<file path="src/rcv_pkg.sv">
// ----------------------------------------------------------------------------
// rcv_pkg
// Types and constants shared by the container validator modules.
// ----------------------------------------------------------------------------
`default_nettype none

package rcv_pkg;

  // request and result payloads
  typedef struct packed {
    logic [7:0] data_byte;
    logic       last;
  } rcv_in_t;

  typedef struct packed {
    logic        valid_res;
    logic [31:0] rom_length;
    logic [23:0] resource_total;
    logic [2:0]  error_code;
  } rcv_out_t;

  // parse phases
  localparam logic [2:0] PH_SIG  = 3'd0;
  localparam logic [2:0] PH_LEAD = 3'd1;
  localparam logic [2:0] PH_DLO  = 3'd2;
  localparam logic [2:0] PH_LMID = 3'd3;
  localparam logic [2:0] PH_LLO  = 3'd4;
  localparam logic [2:0] PH_SKIP = 3'd5;

  // verdict codes
  localparam logic [2:0] ERR_OK    = 3'd0;
  localparam logic [2:0] ERR_SIG   = 3'd1;
  localparam logic [2:0] ERR_TYPE  = 3'd2;
  localparam logic [2:0] ERR_ID    = 3'd3;
  localparam logic [2:0] ERR_TRUNC = 3'd4;
  localparam logic [2:0] ERR_META  = 3'd5;

  // lead byte kinds, top two bits
  localparam logic [1:0] LEAD_TYPE  = 2'b00;
  localparam logic [1:0] LEAD_DELTA = 2'b01;
  localparam logic [1:0] LEAD_SHORT = 2'b10;
  localparam logic [1:0] LEAD_LONG  = 2'b11;

  localparam logic [6:0]  TYPE_ID_MAX   = 7'h3f;
  localparam logic [22:0] LONG_LEN_BIAS = 23'd65;

  localparam logic [7:0] SIG_BYTES [8] = '{
    8'h00, 8'hff, 8'h50, 8'h42, 8'h4c, 8'h52, 8'h4f, 8'h4d
  };

  typedef struct packed {
    logic [2:0]  phase;
    logic [3:0]  sig_index;
    logic [6:0]  type_id;
    logic [16:0] resource_id;
    logic [22:0] skip_remaining;
    logic [13:0] pending_high;
    logic [31:0] byte_total;
    logic [23:0] resource_count;
    logic        metadata_seen;
    logic        verdict_given;
  } rcv_state_t;

  localparam rcv_state_t STATE_CLEAR = '{
    phase:          PH_SIG,
    sig_index:      4'd0,
    type_id:        7'd1,
    resource_id:    17'd1,
    skip_remaining: 23'd0,
    pending_high:   14'd0,
    byte_total:     32'd0,
    resource_count: 24'd0,
    metadata_seen:  1'b0,
    verdict_given:  1'b0
  };

endpackage

`default_nettype wire

</file>
<file path="src/rcv_step.sv">
// ----------------------------------------------------------------------------
// rcv_step
// Next-state and verdict logic for one byte of the container stream.
// ----------------------------------------------------------------------------
`default_nettype none

module rcv_step import rcv_pkg::*; (
  input  rcv_state_t state,
  input  rcv_in_t    req,
  input  logic [5:0] meta_type,
  output rcv_state_t state_nxt,
  output logic       emit,
  output rcv_out_t   result
);

  logic [7:0]  b;
  logic [5:0]  low6;
  logic [2:0]  code;
  logic        done;
  rcv_state_t  nxt;

  assign b    = req.data_byte;
  assign low6 = req.data_byte[5:0];

  always_comb begin
    nxt  = state;
    code = ERR_OK;
    done = 1'b0;
    if (state.verdict_given) begin
      // drop bytes until the end of the stream
      if (req.last) begin
        nxt = STATE_CLEAR;
      end
    end else begin
      if (state.byte_total != '1) begin
        nxt.byte_total = state.byte_total + 32'd1;
      end
      unique case (state.phase)
        PH_SIG: begin
          if (b != SIG_BYTES[state.sig_index[2:0]]) begin
            code = ERR_SIG;
            done = 1'b1;
          end else if (state.sig_index[2:0] == 3'd7) begin
            nxt.sig_index = 4'd0;
            nxt.phase     = PH_LEAD;
          end else begin
            nxt.sig_index = state.sig_index + 4'd1;
          end
        end
        PH_LEAD: begin
          if (b == 8'd0) begin
            code = state.metadata_seen ? ERR_OK : ERR_META;
            done = 1'b1;
          end else begin
            case (b[7:6])
              LEAD_TYPE: begin
                nxt.type_id     = state.type_id + {1'b0, low6};
                nxt.resource_id = 17'd1;
                if (nxt.type_id > TYPE_ID_MAX) begin
                  code = ERR_TYPE;
                  done = 1'b1;
                end
              end
              LEAD_DELTA: begin
                if (state.resource_id[16]) begin
                  code = ERR_ID;
                  done = 1'b1;
                end else begin
                  nxt.pending_high = {8'd0, low6};
                  nxt.phase        = PH_DLO;
                end
              end
              default: begin
                // short or long resource lead: the resource counts here
                if (state.resource_id[16]) begin
                  code = ERR_ID;
                  done = 1'b1;
                end else begin
                  if (state.resource_count != '1) begin
                    nxt.resource_count = state.resource_count + 24'd1;
                  end
                  if (state.type_id == {1'b0, meta_type} && state.resource_id == 17'd1) begin
                    nxt.metadata_seen = 1'b1;
                  end
                  nxt.resource_id = state.resource_id + 17'd1;
                  if (b[7:6] == LEAD_SHORT) begin
                    nxt.skip_remaining = {17'd0, low6} + 23'd1;
                    nxt.phase          = PH_SKIP;
                  end else begin
                    nxt.pending_high = {8'd0, low6};
                    nxt.phase        = PH_LMID;
                  end
                end
              end
            endcase
          end
        end
        PH_DLO: begin
          nxt.resource_id  = state.resource_id + {3'd0, state.pending_high[5:0], b};
          nxt.pending_high = 14'd0;
          nxt.phase        = PH_LEAD;
          if (nxt.resource_id[16]) begin
            code = ERR_ID;
            done = 1'b1;
          end
        end
        PH_LMID: begin
          nxt.pending_high = {state.pending_high[5:0], b};
          nxt.phase        = PH_LLO;
        end
        PH_LLO: begin
          nxt.skip_remaining = {1'b0, state.pending_high, b} + LONG_LEN_BIAS;
          nxt.pending_high   = 14'd0;
          nxt.phase          = PH_SKIP;
        end
        default: begin
          if (state.skip_remaining != 23'd0) begin
            nxt.skip_remaining = state.skip_remaining - 23'd1;
          end
          if (nxt.skip_remaining == 23'd0) begin
            nxt.phase = PH_LEAD;
          end
        end
      endcase
      if (!done && req.last) begin
        done = 1'b1;
        if (nxt.phase == PH_LEAD) begin
          code = nxt.metadata_seen ? ERR_OK : ERR_META;
        end else if (nxt.phase == PH_SIG) begin
          code = ERR_SIG;
        end else begin
          code = ERR_TRUNC;
        end
      end
    end

    result.valid_res      = (code == ERR_OK);
    result.rom_length     = nxt.byte_total;
    result.resource_total = nxt.resource_count;
    result.error_code     = code;

    if (done) begin
      nxt.verdict_given = 1'b1;
      if (req.last) begin
        nxt = STATE_CLEAR;
      end
    end
  end

  assign state_nxt = nxt;
  assign emit      = done;

endmodule

`default_nettype wire

</file>
<file path="src/rcv_out_stage.sv">
// ----------------------------------------------------------------------------
// rcv_out_stage
// Result register with valid/ready handshake; frees itself when taken.
// ----------------------------------------------------------------------------
`default_nettype none

module rcv_out_stage import rcv_pkg::*; (
  input  logic     clk,
  input  logic     rst_n,
  input  logic     load,
  input  rcv_out_t load_data,
  output logic     space,
  output logic     out_valid,
  input  logic     out_ready,
  output rcv_out_t out_data
);

  logic     valid_r;
  logic     valid_nxt;
  rcv_out_t data_r;

  // room when empty or when the held result leaves this cycle
  assign space     = !valid_r || out_ready;
  assign valid_nxt = load ? 1'b1 : (valid_r && !out_ready);

  always_ff @(posedge clk) begin
    if (!rst_n) begin
      valid_r <= 1'b0;
    end else begin
      valid_r <= valid_nxt;
    end
  end

  always_ff @(posedge clk) begin
    if (load) begin
      data_r <= load_data;
    end
  end

  assign out_valid = valid_r;
  assign out_data  = data_r;

endmodule

`default_nettype wire

</file>
<file path="src/rom_container_validator_top.sv">
// ----------------------------------------------------------------------------
// rom_container_validator_top
// Checks a byte stream for a signed resource container and reports one
// verdict per image: length, resource count and error code.
// ----------------------------------------------------------------------------
//  channel | ports                         | payload
//  --------+-------------------------------+-----------------------------------
//  in      | in_valid, in_ready, in_data   | rcv_in_t: data_byte, last
//  out     | out_valid, out_ready, out_data| rcv_out_t: valid_res, rom_length,
//          |                               |   resource_total, error_code
//  cfg     | cfg_valid, cfg_ready, cfg_data| metadata type id, 6 bits
//
//  one byte per cycle while in_ready is high; a verdict appears on out in the cycle after its byte
//  the parse state is registered straight from each taken byte, so bytes go back to back
//  in_ready drops only while a verdict is held and out_ready is low
//  synchronous reset clears stream state and sets the metadata type id to 1
//  cfg_ready is always high
// ----------------------------------------------------------------------------
`default_nettype none

module rom_container_validator_top import rcv_pkg::*; (
  input  logic       clk,
  input  logic       rst_n,
  input  logic       in_valid,
  output logic       in_ready,
  input  rcv_in_t    in_data,
  output logic       out_valid,
  input  logic       out_ready,
  output rcv_out_t   out_data,
  input  logic       cfg_valid,
  output logic       cfg_ready,
  input  logic [5:0] cfg_data
);

  rcv_state_t state_r;
  rcv_state_t state_nxt;
  logic [5:0] meta_type_r;
  logic       in_accept;
  logic       emit;
  logic       space;
  rcv_out_t   result;

  assign cfg_ready = 1'b1;
  assign in_ready  = space;
  assign in_accept = in_valid && space;

  rcv_step u_step (
    .state     (state_r),
    .req       (in_data),
    .meta_type (meta_type_r),
    .state_nxt (state_nxt),
    .emit      (emit),
    .result    (result)
  );

  always_ff @(posedge clk) begin
    if (!rst_n) begin
      state_r     <= STATE_CLEAR;
      meta_type_r <= 6'd1;
    end else begin
      if (in_accept) begin
        state_r <= state_nxt;
      end
      if (cfg_valid) begin
        meta_type_r <= cfg_data;
      end
    end
  end

  rcv_out_stage u_out (
    .clk       (clk),
    .rst_n     (rst_n),
    .load      (in_accept && emit),
    .load_data (result),
    .space     (space),
    .out_valid (out_valid),
    .out_ready (out_ready),
    .out_data  (out_data)
  );

endmodule

`default_nettype wire

</file>
<file path="config.mk">
export PLATFORM = sky130hd
export DESIGN_NAME = rom_container_validator_top
export DESIGN_NICKNAME = d
export VERILOG_FILES = /design/src/rcv_pkg.sv /design/src/rcv_step.sv /design/src/rcv_out_stage.sv /design/src/rom_container_validator_top.sv
export SDC_FILE = /design/constraint.sdc
export NUM_CORES = 1
export LEC_CHECK = 0
export BUFFER_PORTS_ARGS = -buffer_cell sky130_fd_sc_hd__buf_2
export CAP_MARGIN = 20
export CORE_UTILIZATION = 60
export CTS_BUF_LIST = sky130_fd_sc_hd__clkbuf_2
export DETAILED_ROUTE_END_ITERATION = 10
export PLACE_DENSITY_LB_ADDON = 0.3
export REMOVE_ABC_BUFFERS = 1
export SLEW_MARGIN = 20
export SYNTH_ARGS = -nofsm -noshare
export SYNTH_HDL_FRONTEND = slang
export SYNTH_SLANG_ARGS = --single-unit
</file>
<file path="constraint.sdc">
create_clock -name clk -period 7.8 [get_ports clk]
set_input_delay 1.95 -clock clk [delete_from_list [all_inputs] [get_ports clk]]
set_output_delay 1.95 -clock clk [all_outputs]
set_load 0.02 [all_outputs]
</file>
[Yosys cells after proc, flatten, opt, wreduce, memory -nomap -nowiden]
Memories as Yosys holds them, arrays and structs flattened.
Index checks and enable logic that the tools add are counted.
Operators by class
  multiplexer cells: 67
  divide/modulo/power cells: 0
  multipliers: 0
  eq/ne operators: 13
  reductions and logical operators: 20
  add/sub/neg operators: 9
  bitwise logic cells: 1
  shifts and indexed selects: 0
  order comparisons: 2
Operator list (number)
  $mux W126: 3
  $mux W125: 1
  $mux W25: 5
  $mux W23: 5
  $pmux W23 S3: 1
  $pmux W17 S2: 2
  $mux W61: 1
  $mux W54: 1
  $mux W3: 15
  $pmux W14 S3: 1
  $add A32 B1 Y32 const B: 1
  $mux W32: 1
  $ne A32 B32 Y1 const B: 1
  $mux W14: 2
  $pmux W14 S2: 1
  $add A24 B1 Y24 const B: 1
  $mux W24: 1
  $ne A24 B24 Y1 const B: 1
  $add A22 B7 Y23 const B: 1
  $logic_not A23 Y1: 1
  $reduce_bool A23 Y1: 1
  $sub A23 B1 Y23 const B: 1
  $mux W7: 3
  $add A17 B1 Y17 const B: 1
  other kinds (32): 60
Storage, ports and cells
  memory bits (writable): 0
  output and inout port bits: 63
  bits in latches: 0
  flip-flop bits (word level): 193
  memories: 1
  ROM bits: 64
Memory list
  (name not given): depth 8, width 8, rd ports 1, clocked after memory_dff 0, wr ports 0, RTL line rcv_step.sv:40  | if (b != SIG_BYTES[state.sig_index[2:0]]) begin

[Longest topological paths before layout]
Gate-level depths: netlist (run 1).
  word-level depth: 14
  gate-level depth with buffers: 12
  depth with buffers taken out: 11

[Hierarchy]
A second synthesis (run 1) with hierarchy kept.
Second synthesis, totals
  cell total of the unflattened synthesis: 1728
  area, all modules: 13643.1 µm²
Modules (own cells, without submodules)
  rcv_step: instances 1, cells an instance 1067, seq. area each 0.0 µm², area an instance 6605.1 µm²
  rom_container_validator_top: instances 1, cells an instance 597, seq. area each 2642.5 µm², area an instance 5187.5 µm²
  rcv_out_stage: instances 1, cells an instance 64, seq. area each 1821.7 µm², area an instance 1850.5 µm²

[Worst setup path before layout (run 1)]
No wires, ideal clock.
  path kind: in2reg
  start: input in_data[1] (netlist bit)
  end: register u_out.data_r (netlist bit u_out.out_data[0]), enable pin
  path slack: 753 ps
  arrival time: 6547 ps
  stages: 10
  setup time: 500 ps
  cell sequence: ha_1 -> inv_1 -> fa_1 -> nor2b_1 -> o31a_1 -> o21ai_0 -> a31oi_1 -> mux2i_1 -> a21o_1 -> a21oi_1
On the way
  word-level cells in the longest chain between the ends: 12
  elaborated cells between the ends (all ways): 17
Ends and longest elaborated chain
  start, declared: RTL line rom_container_validator_top.sv:26  | input rcv_in_t in_data,
  $add A7 B6 Y7: RTL line rcv_step.sv:57  | nxt.type_id = state.type_id + {1'b0, low6};
  $gt A7 B6 Y1: RTL line rcv_step.sv:59  | if (nxt.type_id > TYPE_ID_MAX) begin
  $mux W1: RTL line rcv_step.sv:59
  $mux W1
  $mux W1: RTL line rcv_step.sv:51  | if (b == 8'd0) begin
  $pmux W1 S3 *: RTL line rcv_step.sv:38  | unique case (state.phase)
  $mux W1 *: RTL line rcv_step.sv:29  | if (state.verdict_given) begin
  $logic_not A1 Y1: RTL line rcv_step.sv:125  | if (!done && req.last) begin
  $logic_and A1 B1 Y1: RTL line rcv_step.sv:125
  $mux W1 *: RTL line rcv_step.sv:125
  $mux W1 *: RTL line rcv_step.sv:29
  $logic_and A1 B1 Y1 *: RTL line rom_container_validator_top.sv:73  | .load (in_accept && emit),
  via u_out.load: RTL line rcv_out_stage.sv:10  | input logic load,
  end signal, assigned: RTL line rcv_out_stage.sv:36  | data_r <= load_data;
  end, declared: RTL line rcv_out_stage.sv:20  | rcv_out_t data_r;
The timed path passes the listed nets; every way through them passes the cells marked *. The select of a mux whose other input is x is not followed.
A chain may end at the register's enable or synchronous reset.

[Final worst setup path (run 1)]
  start: input in_data[8] (netlist bit)
  end: register u_out.data_r (netlist bit u_out.out_data[30]), enable pin
On the way
  word-level cells in the longest chain between the ends: 10
  elaborated cells between the ends (all ways): 15
Ends and longest elaborated chain (RTL line)
  parallel branches: the longest is 3 deep, another holds $add A17 B14 Y17
  $pmux W1 S3 *: rcv_step.sv:38
  $mux W1 *: rcv_step.sv:29
  $logic_not A1 Y1: rcv_step.sv:125
  $logic_and A1 B1 Y1: rcv_step.sv:125
  $mux W1 *: rcv_step.sv:125
  $mux W1 *: rcv_step.sv:29
  $logic_and A1 B1 Y1 *: rom_container_validator_top.sv:73
  via u_out.load: rcv_out_stage.sv:10
Mark *: on every way through the listed nets, which the timed path passes. The select of a mux whose other input is x is not followed.

==> summary.md, run 1 <==
| Metric | Value |
|---|---|
| Run status | finished, final reports clean |
| Slew at the pin with the worst max-slew slack | roughly 1.1 ns |
| Number of input and output port buffers inserted | 81 |
| Number of nets with antenna violations after detailed routing | 0 |
| Crit share post-route | between 60% and 70% |
| Most common cell after layout, fill and taps aside | sky130_fd_sc_hd__nand2_1 |
| First-pass GRT wire length | between 50000 and 60000 um |
| Worst hold-check path type | flip-flop to flip-flop |
| Kind of start point of the critical path | input port |
| Post-CTS Setup Bufs | 0 |
| Slowest Stage Delay on Critical Path | 0.81 ns |
| Top cell type's share of synthesized area | ~22% |
| Clock insertion delay at the later pin of the skew report | about 0.86 ns |
| Area used by sequential logic in the layout | ~4400 um^2 |
| Post-route minimum period | between 4 and 5 ns |
| Max-slew violations | 0 |
| Max-cap violations | 0 |
| Number of synthesized register bits | 192 |
| Leading post-synthesis cells by cell area | sky130_fd_sc_hd__dfxtp_1 22%, sky130_fd_sc_hd__edfxtp_1 15%, sky130_fd_sc_hd__o21ai_0 5.7% |
| Count of instances resized after the clock tree is built | 0 |
| Number of distinct library cells after synthesis | about 80 |
| Prevailing post-synth register cell | sky130_fd_sc_hd__dfxtp_1 |
| Nature of the critical path endpoint | flip-flop |
| Die Wd | roughly 140 um |
| Chip height | about 140 um |
| Sum of overflow across all layers after global routing | 0 |
| Final Hold Vio Count | 0 |
| Dpl ws | around 1.9 ns |
| Data required time of the worst path | 8.35 ns |
| Total number of vias | about 12000 |
| Starting density of the core | roughly three fifths |
| Maximum number of pins on one net before global-route repair | 57 |
| Number of sinks on the clock net | between 150 and 200 |
| Starting DRC count in detailed routing | 1210 |
| Multi-input gate area in the final layout | 7120 um^2 |
| Post-Synthesis Cells | around 1500 |
| Hpwl dp | between 20000 and 25000 um |
| CTS clk-pin slew, worst paths | 0.33 ns |
| Clock Tree Root | sky130_fd_sc_hd__clkbuf_2 |
| P per Cell Area | around 140 nW/um^2 |
| Chain of cells forming the critical path | buf_2 > ha_1 > a2111o_1 > o21ai_0 > a31oi_1 > mux2i_1 > a21o_1 > a21oi_4 > buf_4 |
| Max-slew headroom | 24.7% |
| First-pass detailed-route iteration total | 6 |
| Worst vdd ir | 0.0992 mV |
| Synthesized area divided by synthesized cell count | 8.11 um^2 |
| Fin Setup TNS | 0 ns |
| Worst Path Max Fanout | 32 |
| Quantity of hold-fixing buffers added after cts | 0 |
| Arrival time of the worst setup path | about 5.5 ns |
| End-of-flow core utilization | about two thirds |
| Largest buffer count on any clock path | 2 |
| Part of the Yosys area used for sequential elements | approximately 37% |
| CTS tree | done |
| Count of unresolved DRC violations after routing | 0 |
| Worst Path Class, Setup | input port to flip-flop |
| Signed area change from the synthesized netlist to the final layout | 6.45% |
| Core outline area | about 20000 um^2 |
| Gpl congestion | 0.985 |
| I/O pin count | 83 |
| Leakage power of the design | between 4 and 5 nW |
| Crit path setup slack, layout | 2.83 ns |
| Overall die area | between 20000 and 25000 um^2 |
| Antenna violations before repair | 1 |
| Filler instances | approximately 1700 |
| Global-route usage over all layers | about a third |
| Buf/Inv on CP | 2 |
| Combined area of all synthesized cells | roughly 12000 um^2 |
| Share of final-layout standard cells stronger than drive strength 1 | between 10% and 20% |
| Net count of the finished layout | approximately 1600 |
| H-tree lvl count | 4 |
| Highest-count cells in the layout ignoring fill and taps | 173 x sky130_fd_sc_hd__nand2_1, 143 x sky130_fd_sc_hd__nor2_1, 135 x sky130_fd_sc_hd__o21ai_0 |
| Cell area after placement | about 13000 um^2 |
| Number of flops mapped to enable cells by yosys | 60 |
| Max Freq | a little over 200 MHz |
| Ratio of routed vias to standard cells | about 6.6 |
| Setup Skew | approximately 0.040 ns |
| Worst path top cell family by delay | compound AO/OA/AOI/OAI gates |
| Number of global-route vias before repair | 10656 |
| Overall power after layout | 1.81 mW |
| Detailed-route wire length | 34900 um |
| Fraction of registers with async set or reset after synthesis | 0% |
| RSZ-0062 raised after global routing | no |
| Synth warnings | 0 |
| Cell type of the slowest stage on the worst timing path | sky130_fd_sc_hd__a21oi_4 |
| Final setup vio count | 0 |
| Clock buffer count from CTS | 17 |
| Library cell occupying the most area in the post-synthesis netlist | sky130_fd_sc_hd__dfxtp_1 |
| Row count | between 50 and 60 |
| Finished Cell Area | between 10000 and 15000 um^2 |
| Wire length per cell | slightly below 20 um |
through the flow:
step                      hold WS, ns  cells
final                           0.514   1784
after global routing            0.544   1784
after CTS                       0.512   1783
after detailed placement        0.485   1751
after global placement          0.467   1751
after floorplan                 0.455   1388
final cells by class:
class,instances,share of cell area (%)
sequential,192,34.7
timing repair buffer,98,4.16
tap,265,2.59
clock buffer,17,0.664
multi-input combinational,1166,55.6
antenna,1,0.0195
clock inverter,15,1.42
inverter,30,0.879
routing by layer:
metal  GRT usage (%)  up-vias  share of wire [%]
li1                -     5575                  -
met1            46.4     5580                 42
met2            55.2      562                 46
met3            6.30       99                8.5
met4            14.2        0                3.4
met5               0        -                  0
cell families (layout without fill, tap and decap cells):
| logic type | Yosys count | count (layout) | synth area share [%] |
|---|---|---|---|
| compound gates | 457 | 457 | 24.7 |
| other cells | 1 | 2 | 0.0312 |
| fa+ha+maj | 35 | 35 | 3.76 |
| buf+inv | 126 | 160 | 4.11 |
| mux | 44 | 44 | 3.68 |
| flops | 192 | 192 | 36.9 |
| simple gates | 584 | 584 | 23.5 |
| xor+xnor | 45 | 45 | 3.28 |
Yosys cell counts, types with 5 or more instances:
cell type,count
sky130_fd_sc_hd__nand4_1,24
sky130_fd_sc_hd__a22o_1,10
sky130_fd_sc_hd__and3_1,23
sky130_fd_sc_hd__nand2b_1,10
sky130_fd_sc_hd__a21o_1,22
sky130_fd_sc_hd__or3_1,15
sky130_fd_sc_hd__nor4_1,21
sky130_fd_sc_hd__ha_1,33
sky130_fd_sc_hd__nor2b_1,6
sky130_fd_sc_hd__xor2_1,20
sky130_fd_sc_hd__mux2i_1,42
sky130_fd_sc_hd__edfxtp_1,60
sky130_fd_sc_hd__dfxtp_1,132
sky130_fd_sc_hd__a31oi_1,15
sky130_fd_sc_hd__o21a_1,10
sky130_fd_sc_hd__xnor2_1,25
sky130_fd_sc_hd__nor2_1,143
sky130_fd_sc_hd__nand2_1,174
sky130_fd_sc_hd__nand3_1,70
sky130_fd_sc_hd__clkbuf_1,87
sky130_fd_sc_hd__inv_1,30
sky130_fd_sc_hd__o21ai_0,136
sky130_fd_sc_hd__o31ai_1,25
sky130_fd_sc_hd__o2111ai_1,5
sky130_fd_sc_hd__o211ai_1,14
sky130_fd_sc_hd__a211oi_1,17
sky130_fd_sc_hd__o22ai_1,5
sky130_fd_sc_hd__a22oi_1,52
sky130_fd_sc_hd__o31a_1,5
sky130_fd_sc_hd__or4_1,6
sky130_fd_sc_hd__or2_2,9
sky130_fd_sc_hd__and2_1,11
sky130_fd_sc_hd__nor3_1,42
sky130_fd_sc_hd__a2111oi_0,6
sky130_fd_sc_hd__a21oi_1,84
sky130_fd_sc_hd__and4_1,13
power breakdown:
part           switching [mW]  total, mW  internal [mW]
combinational           0.152      0.203         0.0517
clock                   0.425      0.542          0.118
sequential            0.00791       1.07           1.06
sequential cells by signal, summed over array words and instances (netlist names):
| register | flops |
|---|---|
| u_out.out_valid | 1 |
| u_out.out_data | 60 |
| meta_type_r | 6 |
| state_r | 125 |
worst paths after layout:
| kind | start | to | slack, ns | depth (start not counted) |
|---|---|---|---|---|
| worst max-delay path | in_data[8] | u_out.out_data[30] | 2.83 | 9 |
| worst min-delay path | state_r[27] | state_r[27] | 0.51 | 2 |
| worst max register to register | state_r[95] | u_out.out_data[30] | 3.49 | 11 |
| worst min register to register | state_r[27] | state_r[27] | 0.51 | 2 |
tightest hold or removal path: stages, from the launching register on:
cell                      delay [ns]
sky130_fd_sc_hd__dfxtp_1        0.42
sky130_fd_sc_hd__inv_1          0.06
sky130_fd_sc_hd__o22ai_1        0.05
Power figures use the tool's default switching activity.
==> inputs of run 2 (changes only) <==
clock period = 4.75 ns   (was 7.8 ns; I/O delays follow)
==> run 2 against run 1 <==
Effect of this change:
- sequential power is 64% higher
- via count fell by 0.83%
- global-route usage shrank 0.83 points
- largest power group unchanged
- clock-buffer cell count increased by 1
- flip-flop and latch count did not move
- combinational power up 65%
- total power grew 65%
- wire length fell by 1.0%
- non-clock buffer count grew 7
- register-to-register slack got worse by 2.5 ns
- clock skew is 0.026 ns higher
- setup slack got worse by 1.8 ns
==> summary.md, run 2 (synthesized netlist as in run 1, its figures left out) <==
| Metric | Value |
|---|---|
| Detailed-route wire length | 34600 um (-1.0%) |
| Internal reg-to-reg setup slack | 1.03 ns (-2.46 ns) |
| Number of nets with antenna violations after detailed routing | 0 (unchanged) |
| Crit share post-route | about four fifths |
| Setup Skew | 0.0660 ns (+0.0258 ns) |
| Crit path setup slack, layout | 1.03 ns (-1.80 ns) |
| Hpwl dp | 24200 um (-0.42%) |
| Clock insertion delay at the later pin of the skew report | 0.83 ns (-0.03 ns) |
| Clock buffer count from CTS | 17 (unchanged) |
| Worst hold-check path type | flip-flop to flip-flop |
| Most common cell after layout, fill and taps aside | sky130_fd_sc_hd__nand2_1 |
| Die Wd | 144 um (unchanged) |
| Worst R2R Path Depth | 11 (unchanged) |
| Slew at the pin with the worst max-slew slack | 1.01 ns (-0.111 ns) |
| Sum of overflow across all layers after global routing | 0 (unchanged) |
| Fin Setup TNS | 0 ns (unchanged) |
| Count of instances resized after the clock tree is built | 0 (unchanged) |
| Share of final-layout standard cells stronger than drive strength 1 | 11.1% (+0.48 points) |
| Kind of start point of the critical path | flip-flop |
| End-of-flow core utilization | 65.8% (+0.44 points) |
| Number of sinks on the clock net | 192 (unchanged) |
| Ratio of routed vias to standard cells | 6.54 (-1.2%) |
| Row count | 51 (unchanged) |
| Largest buffer count on any clock path | 2 (unchanged) |
| Core outline area | 19600 um^2 (unchanged) |
| Max-slew headroom | 32.4% (+7.7 points) |
| Data required time of the worst path | 5.27 ns (-3.08 ns) |
| Dpl ws | 0.292 ns (-1.63 ns) |
| Cell depth of the worst min-delay path | 2 (unchanged) |
| Worst Path Max Fanout | 51 (+59%) |
| Startpoint of the most critical register-to-register path | state_r[95] |
| Net count of the finished layout | 1567 (+0.45%) |
| Post-CTS Setup Bufs | 0 (unchanged) |
| Chain of cells forming the critical path | ha_1 > inv_1 > fa_1 > nor2b_1 > o31a_1 > o21ai_0 > a31oi_1 > mux2i_1 > a21o_1 > a21oi_4 > buf_12 |
| Worst path top cell family by delay | compound AO/OA/AOI/OAI gates |
| P per Cell Area | 232 nW/um^2 (+64%) |
| Filler instances | 1745 (+0.81%) |
| RR Endpoint | u_out.out_data[53] |
| Arrival time of the worst setup path | 4.24 ns (-1.28 ns) |
| Endpoint of the worst hold path | state_r[27] |
| Final setup vio count | 0 (unchanged) |
| Wire length per cell | 19.3 um (-1.4%) |
| Buf/Inv on CP | 2 (unchanged) |
| Clock Tree Root | sky130_fd_sc_hd__clkbuf_2 |
| Slowest Stage Delay on Critical Path | 0.62 ns (-0.19 ns) |
| Worst Path Class, Setup | flip-flop to flip-flop |
| CTS tree | done |
| Max-slew violations | 0 (unchanged) |
| Nature of the critical path endpoint | flip-flop |
| Area used by sequential logic in the layout | 4440 um^2 (unchanged) |
| Total number of vias | 11718 (-0.83%) |
| Gpl congestion | 0.978 (-0.63%) |
| Max-cap violations | 0 (unchanged) |
| Max Freq | ~270 MHz |
| Number of flip-flops in the largest register | 125 (unchanged) |
| Largest register by flop count | state_r |
| Cell type of the slowest stage on the worst timing path | sky130_fd_sc_hd__dfxtp_1 |
| Starting DRC count in detailed routing | 1291 (+6.7%) |
| Final Hold Vio Count | 0 (unchanged) |
| Number of global-route vias before repair | 10440 (-2.0%) |
| Highest-count cells in the layout ignoring fill and taps | 173 x sky130_fd_sc_hd__nand2_1, 143 x sky130_fd_sc_hd__nor2_1, 135 x sky130_fd_sc_hd__o21ai_0 |
| Signed area change from the synthesized netlist to the final layout | 7.17% |
| RSZ-0062 raised after global routing | no |
| Multi-input gate area in the final layout | 7120 um^2 (about the same) |
| Chip height | 144 um (unchanged) |
| Global-route usage over all layers | 33.8% (-0.83 points) |
| First-pass detailed-route iteration total | 7 (+1) |
| Count of unresolved DRC violations after routing | 0 (unchanged) |
| H-tree lvl count | 4 (unchanged) |
| Maximum number of pins on one net before global-route repair | 57 (unchanged) |
| Post-route minimum period | around 3.7 ns |
| First-pass GRT wire length | 54500 um (-2.3%) |
| Antenna violations before repair | 1 (unchanged) |
| Starting density of the core | 61.4% (unchanged) |
| Worst vdd ir | 0.168 mV (+70%) |
| Leakage power of the design | 4.91 nW (+1.0%) |
| Quantity of hold-fixing buffers added after cts | 0 (unchanged) |
| Launch instance of the worst min-delay path | state_r[27] |
| Overall die area | 20600 um^2 (unchanged) |
| Run status | finished, final reports clean |
| Number of input and output port buffers inserted | 81 (unchanged) |
| CTS clk-pin slew, worst paths | 0.29 ns (-0.04 ns) |
| I/O pin count | 83 (unchanged) |
-- run 2: layer usage --
metal	part of all wire, %	GRT usage [%]	up-vias
li1	-	-	5592
met1	43	45.5	5474
met2	46	54.5	566
met3	8.6	6.00	86
met4	3.0	11.8	0
met5	0	0	-
-- run 2: cell type report --
type                    instances  share of cell area [%]
multi-input cells            1166                    55.2
diodes                          1                  0.0194
inverters                      30                   0.873
repair buffers                105                    4.64
flip-flops and latches        192                    34.5
well taps                     265                    2.57
clock buffers                  18                   0.699
clock inverters                14                    1.48
-- run 2: stage by stage --
stage / hold WS (ns) / total power, mW / cell area, um^2 / cells
CTS: 0.504 / 2.99 / 12900 / 1790
detailed placement: 0.474 / 2.11 / 12600 / 1758
global route: 0.530 / 3.09 / 12900 / 1791
finish: 0.515 / 2.99 / 12900 / 1791
global placement: 0.467 / 2.11 / 12600 / 1758
floorplan: 0.455 / 1.97 / 11600 / 1388
-- run 2: worst register-to-register path, stage by stage (launching register included) --
cell                      delay, ns
sky130_fd_sc_hd__dfxtp_1       0.62
sky130_fd_sc_hd__ha_1          0.25
sky130_fd_sc_hd__inv_1         0.06
sky130_fd_sc_hd__fa_1          0.40
sky130_fd_sc_hd__nor2b_1       0.18
sky130_fd_sc_hd__o31a_1        0.23
sky130_fd_sc_hd__o21ai_0       0.25
sky130_fd_sc_hd__a31oi_1       0.28
sky130_fd_sc_hd__mux2i_1       0.21
sky130_fd_sc_hd__a21o_1        0.24
sky130_fd_sc_hd__a21oi_4       0.38
sky130_fd_sc_hd__buf_12        0.32
-- run 2: worst max-delay path by stage --
stage                         endpoint  depth (start not counted)         from
floorplan            u_out.out_data[0]                         10   in_data[1]
global route        u_out.out_data[52]                         11  state_r[95]
finish              u_out.out_data[53]                         11  state_r[95]
CTS                 u_out.out_data[55]                         11  state_r[95]
detailed placement  u_out.out_data[55]                         12   in_data[1]
global placement    u_out.out_data[56]                         12   in_data[1]
-- run 2: where the power goes --
group | total (mW) | switching (mW) | internal [mW]
Sequential | 1.75 | 0.0126 | 1.74
Combinational | 0.335 | 0.246 | 0.0885
Clock | 0.903 | 0.663 | 0.240
==> inputs of run 3 (changes only) <==
ABC_AREA = 1   (was not set)
clock period = 3.9 ns   (was 4.75 ns; I/O delays follow)
==> run 3 against run 2 <==
Effect of this change:
- global-route usage increased by 2.7 points
- via count is 19% higher
- utilization up 0.29 points
- clock skew is 0.018 ns lower
- total power grew 27%
- sequential share of layout area is 2.8 points lower
- sequential power increased by 25%
- register-to-register slack worse by 0.24 ns
- first-iteration DRC count increased by 2.9%
- die area is 8.5% higher
- maximum frequency rose by 19%
- flip-flop and latch count stayed put
- critical path type unchanged
- critical endpoint is now u_out.out_data[23]
==> summary.md, run 3 <==
| Metric | Value |
|---|---|
| Run status | finished, final reports clean |
| Multi-input gate area in the final layout | 7550 um^2 (+6.0%) |
| Area used by sequential logic in the layout | 4450 um^2 (about the same) |
| Number of sinks on the clock net | 192 (unchanged) |
| Hpwl dp | 28800 um (+19%) |
| Chip height | 150 um (+4.2%) |
| Share of final-layout standard cells stronger than drive strength 1 | 10.1% (-1.0 points) |
| Most frequent cell after synthesis | sky130_fd_sc_hd__nand2_1 |
| Cell seen most often among critical-path stages | sky130_fd_sc_hd__nand3_1 |
| Crit path setup slack, layout | 0.784 ns (-0.244 ns) |
| Clock Tree Root | sky130_fd_sc_hd__clkbuf_2 |
| Dpl ws | 0.168 ns (-0.123 ns) |
| Number of input and output port buffers inserted | 81 (unchanged) |
| Detailed-route wire length | 40300 um (+16%) |
| I/O pin count | 83 (unchanged) |
| Gpl congestion | 0.950 (-2.9%) |
| Final Hold Vio Count | 0 (unchanged) |
| Net switching power | 1.29 mW (+40%) |
| P per Cell Area | 271 nW/um^2 (+17%) |
| First-pass detailed-route iteration total | 6 (-1) |
| Switching portion of total power | 33.9% (+3.1 points) |
| Cell type of the slowest stage on the worst timing path | sky130_fd_sc_hd__dfxtp_1 |
| Net count of the finished layout | 2100 (+34%) |
| Total number of vias | 13971 (+19%) |
| Library cell occupying the most area in the post-synthesis netlist | sky130_fd_sc_hd__dfxtp_1 |
| Final setup vio count | 0 (unchanged) |
| Setup Skew | 0.0480 ns (-0.0180 ns) |
| Worst vdd ir | 0.195 mV (+16%) |
| P_int | 2.51 mW (+22%) |
| Combined area of all synthesized cells | 13100 um^2 (+8.7%) |
| Total placed cells including tap cells | 2301 (+31%) |
| Max Freq | 321 MHz (+19%) |
| Leakage power of the design | 5.64 nW (+15%) |
| Worst Path Max Fanout | 41 (-20%) |
| Chain of cells forming the critical path | ha_1 > inv_1 > fa_1 > inv_1 > nand2_1 > o2bb2ai_1 > o21ai_1 > nand3_1 > nand3_1 > nand3_1 > nand3_1 > o21ai_0 > nor2_4 > buf_12 |
| Die Wd | 150 um (+4.2%) |
| Largest register by flop count | state_r |
| Clock buffer count from CTS | 17 (unchanged) |
| Highest-count cells in the layout ignoring fill and taps | 561 x sky130_fd_sc_hd__nand2_1, 195 x sky130_fd_sc_hd__a21oi_1, 192 x sky130_fd_sc_hd__inv_1 |
| Leading post-synthesis cells by cell area | sky130_fd_sc_hd__dfxtp_1 20%, sky130_fd_sc_hd__nand2_1 16%, sky130_fd_sc_hd__edfxtp_1 14% |
| Data required time of the worst path | 4.45 ns (-0.82 ns) |
| Post-route minimum period | 3.12 ns (-0.606 ns) |
| Synthesized area divided by synthesized cell count | 6.56 um^2 (-19%) |
| Kind of start point of the critical path | flip-flop |
| Number of synthesized register bits | 192 (unchanged) |
| Starting DRC count in detailed routing | 1329 (+2.9%) |
| Ratio of routed vias to standard cells | 5.99 (-8.5%) |
| Signed area change from the synthesized netlist to the final layout | 7.30% |
| Most common cell after layout, fill and taps aside | sky130_fd_sc_hd__nand2_1 |
| Antenna violations before repair | 1 (unchanged) |
| Filler instances | 1999 (+15%) |
| CTS tree | done |
| Synth warnings | 0 (unchanged) |
| Max-cap violations | 0 (unchanged) |
| Max-slew headroom | 38.2% (+5.7 points) |
| Global-route usage over all layers | 36.6% (+2.7 points) |
| Count of non-filler cells in the finished layout | 2334 (+30%) |
| Number of nets with antenna violations after detailed routing | 0 (unchanged) |
| Arrival time of the worst setup path | 3.66 ns (-0.58 ns) |
| RSZ-0062 raised after global routing | no |
| Clock network fraction of design power | 26.7% (-3.5 points) |
| Nature of the critical path endpoint | flip-flop |
| Row count | 53 (+3.9%) |
| Worst Path Class, Setup | flip-flop to flip-flop |
| Number of distinct library cells after synthesis | 60 (-26%) |
| Finished Cell Area | 14000 um^2 (+8.8%) |
| Fraction of registers with async set or reset after synthesis | 0% (unchanged) |
| H-tree lvl count | 4 (unchanged) |
| Fraction of power consumed by combinational cells | 16.0% (+4.8 points) |
| Core outline area | 21200 um^2 (+8.3%) |
| Cell area after placement | 13800 um^2 (+9.4%) |
| Number of flops mapped to enable cells by yosys | 60 (unchanged) |
| Number of global-route vias before repair | 12566 (+20%) |
| Sum of overflow across all layers after global routing | 0 (unchanged) |
| Top cell type's share of synthesized area | 20.2% (-1.8 points) |
| Wire length per cell | 17.3 um (-11%) |
| Post-Synthesis Cells | 1993 (+34%) |
| Post-CTS Setup Bufs | 0 (unchanged) |
| Part of the total power dissipated in sequential elements | 57.3% (-1.3 points) |
| Quantity of hold-fixing buffers added after cts | 0 (unchanged) |
| Largest buffer count on any clock path | 2 (unchanged) |
| Starting density of the core | 61.6% (+0.19 points) |
| Slew at the pin with the worst max-slew slack | 0.928 ns (-0.0820 ns) |
| Crit share post-route | 79.9% (+1.5 points) |
| Clock insertion delay at the later pin of the skew report | 0.83 ns (about the same) |
| Number of flip-flops in the largest register | 125 (unchanged) |
| Maximum number of pins on one net before global-route repair | 80 (+40%) |
| Slowest Stage Delay on Critical Path | 0.54 ns (-0.08 ns) |
| Overall die area | 22400 um^2 (+8.5%) |
| Prevailing post-synth register cell | sky130_fd_sc_hd__dfxtp_1 |
| Max-slew violations | 0 (unchanged) |
| Count of unresolved DRC violations after routing | 0 (unchanged) |
| CTS clk-pin slew, worst paths | 0.34 ns (+0.05 ns) |
| Top post-synthesis cells by count | 562 x sky130_fd_sc_hd__nand2_1, 195 x sky130_fd_sc_hd__a21oi_1, 192 x sky130_fd_sc_hd__inv_1, 160 x sky130_fd_sc_hd__nor2_1, 137 x sky130_fd_sc_hd__o21ai_0 |
| Worst hold-check path type | input port to flip-flop |
| Count of instances resized after the clock tree is built | 0 (unchanged) |
| Part of the Yosys area used for sequential elements | 34.0% (-2.9 points) |
| First-pass GRT wire length | 64400 um (+18%) |
-- run 3: cell types whose count changed after synthesis, moves of 16 or more --
cell	previous run	this run
sky130_fd_sc_hd__nand2_1	174	562
sky130_fd_sc_hd__inv_1	30	192
sky130_fd_sc_hd__nor2_2	0	16
sky130_fd_sc_hd__a22oi_1	52	2
sky130_fd_sc_hd__clkbuf_1	87	64
sky130_fd_sc_hd__nor2_1	143	160
sky130_fd_sc_hd__a21oi_1	84	195
sky130_fd_sc_hd__nand4_1	24	56
sky130_fd_sc_hd__nand3_1	70	118
sky130_fd_sc_hd__xnor2_1	25	1
sky130_fd_sc_hd__and3_1	23	0
sky130_fd_sc_hd__a21o_1	22	6
sky130_fd_sc_hd__mux2i_1	42	1
sky130_fd_sc_hd__a211oi_1	17	1
-- run 3: final cells by class --
cell class	count	area share, %
well taps	275	2.45
flip-flops and latches	192	31.7
inverters	210	5.64
multi-input cells	1514	53.8
clock inverters	14	1.02
clock buffers	18	0.642
repair buffers	110	4.71
diodes	1	0.0178
-- run 3: per-layer routing --
metal	share of wire (%)	wire [um]	global-route usage, %	up-vias
met5	0	0	0	-
met4	2.6	1030	13.0	0
met3	9.2	3690	5.61	80
met2	45	18000	58.0	691
met1	44	17600	50.4	6393
li1	-	-	-	6807
-- run 3: critical path, delay by kind of cell (launching register included) --
| kind | cells | cell delay, ns |
|---|---|---|
| AO/OA/AOI/OAI | 3 | 0.50 |
| adder cells (fa/ha/maj) | 2 | 0.57 |
| buffers and inverters | 3 | 0.38 |
| flip-flops | 1 | 0.54 |
| AND/OR/NAND/NOR | 6 | 0.85 |
-- run 3: cell families after synthesis --
kind of cell / after synthesis / synth area share (%)
AND/OR/NAND/NOR: 999 / 32.9
AO/OA/AOI/OAI: 444 / 18.8
buffers and inverters: 287 / 8.43
flip-flops: 192 / 34.0
adder cells (fa/ha/maj): 35 / 3.46
XOR/XNOR: 34 / 2.28
other: 1 / 0.0287
multiplexers: 1 / 0.0766
-- run 3: power groups by stage --
stage	combinational (mW)	sequential, mW	clock, mW
global route	0.655	2.18	1.10
CTS	0.598	2.18	1.03
detailed placement	0.596	2.21	0
finish	0.607	2.18	1.01
floorplan	0.285	2.28	0
global placement	0.588	2.21	0
-- run 3: path summary, 6_finish.rpt --
| kind | start | slack (ns) | cells after the start | to |
|---|---|---|---|---|
| worst max-delay path | state_r[95] | 0.78 | 14 | u_out.out_data[23] |
| worst max register to register | state_r[95] | 0.78 | 14 | u_out.out_data[23] |
| worst min register to register | meta_type_r[4] | 0.50 | 2 | meta_type_r[4] |
| worst min-delay path | cfg_data[0] | 0.31 | 3 | meta_type_r[0] |
-- run 3: through the flow --
step                power, mW  hold WS, ns  util (%)  setup TNS, ns
floorplan                2.56        0.448         -        -431.18
global placement         2.80        0.460      65.0              0
detailed placement       2.81        0.471      65.0              0
CTS                      3.80        0.267      66.1              0
global route             3.94        0.283      66.1              0
finish                   3.80        0.307      66.1              0
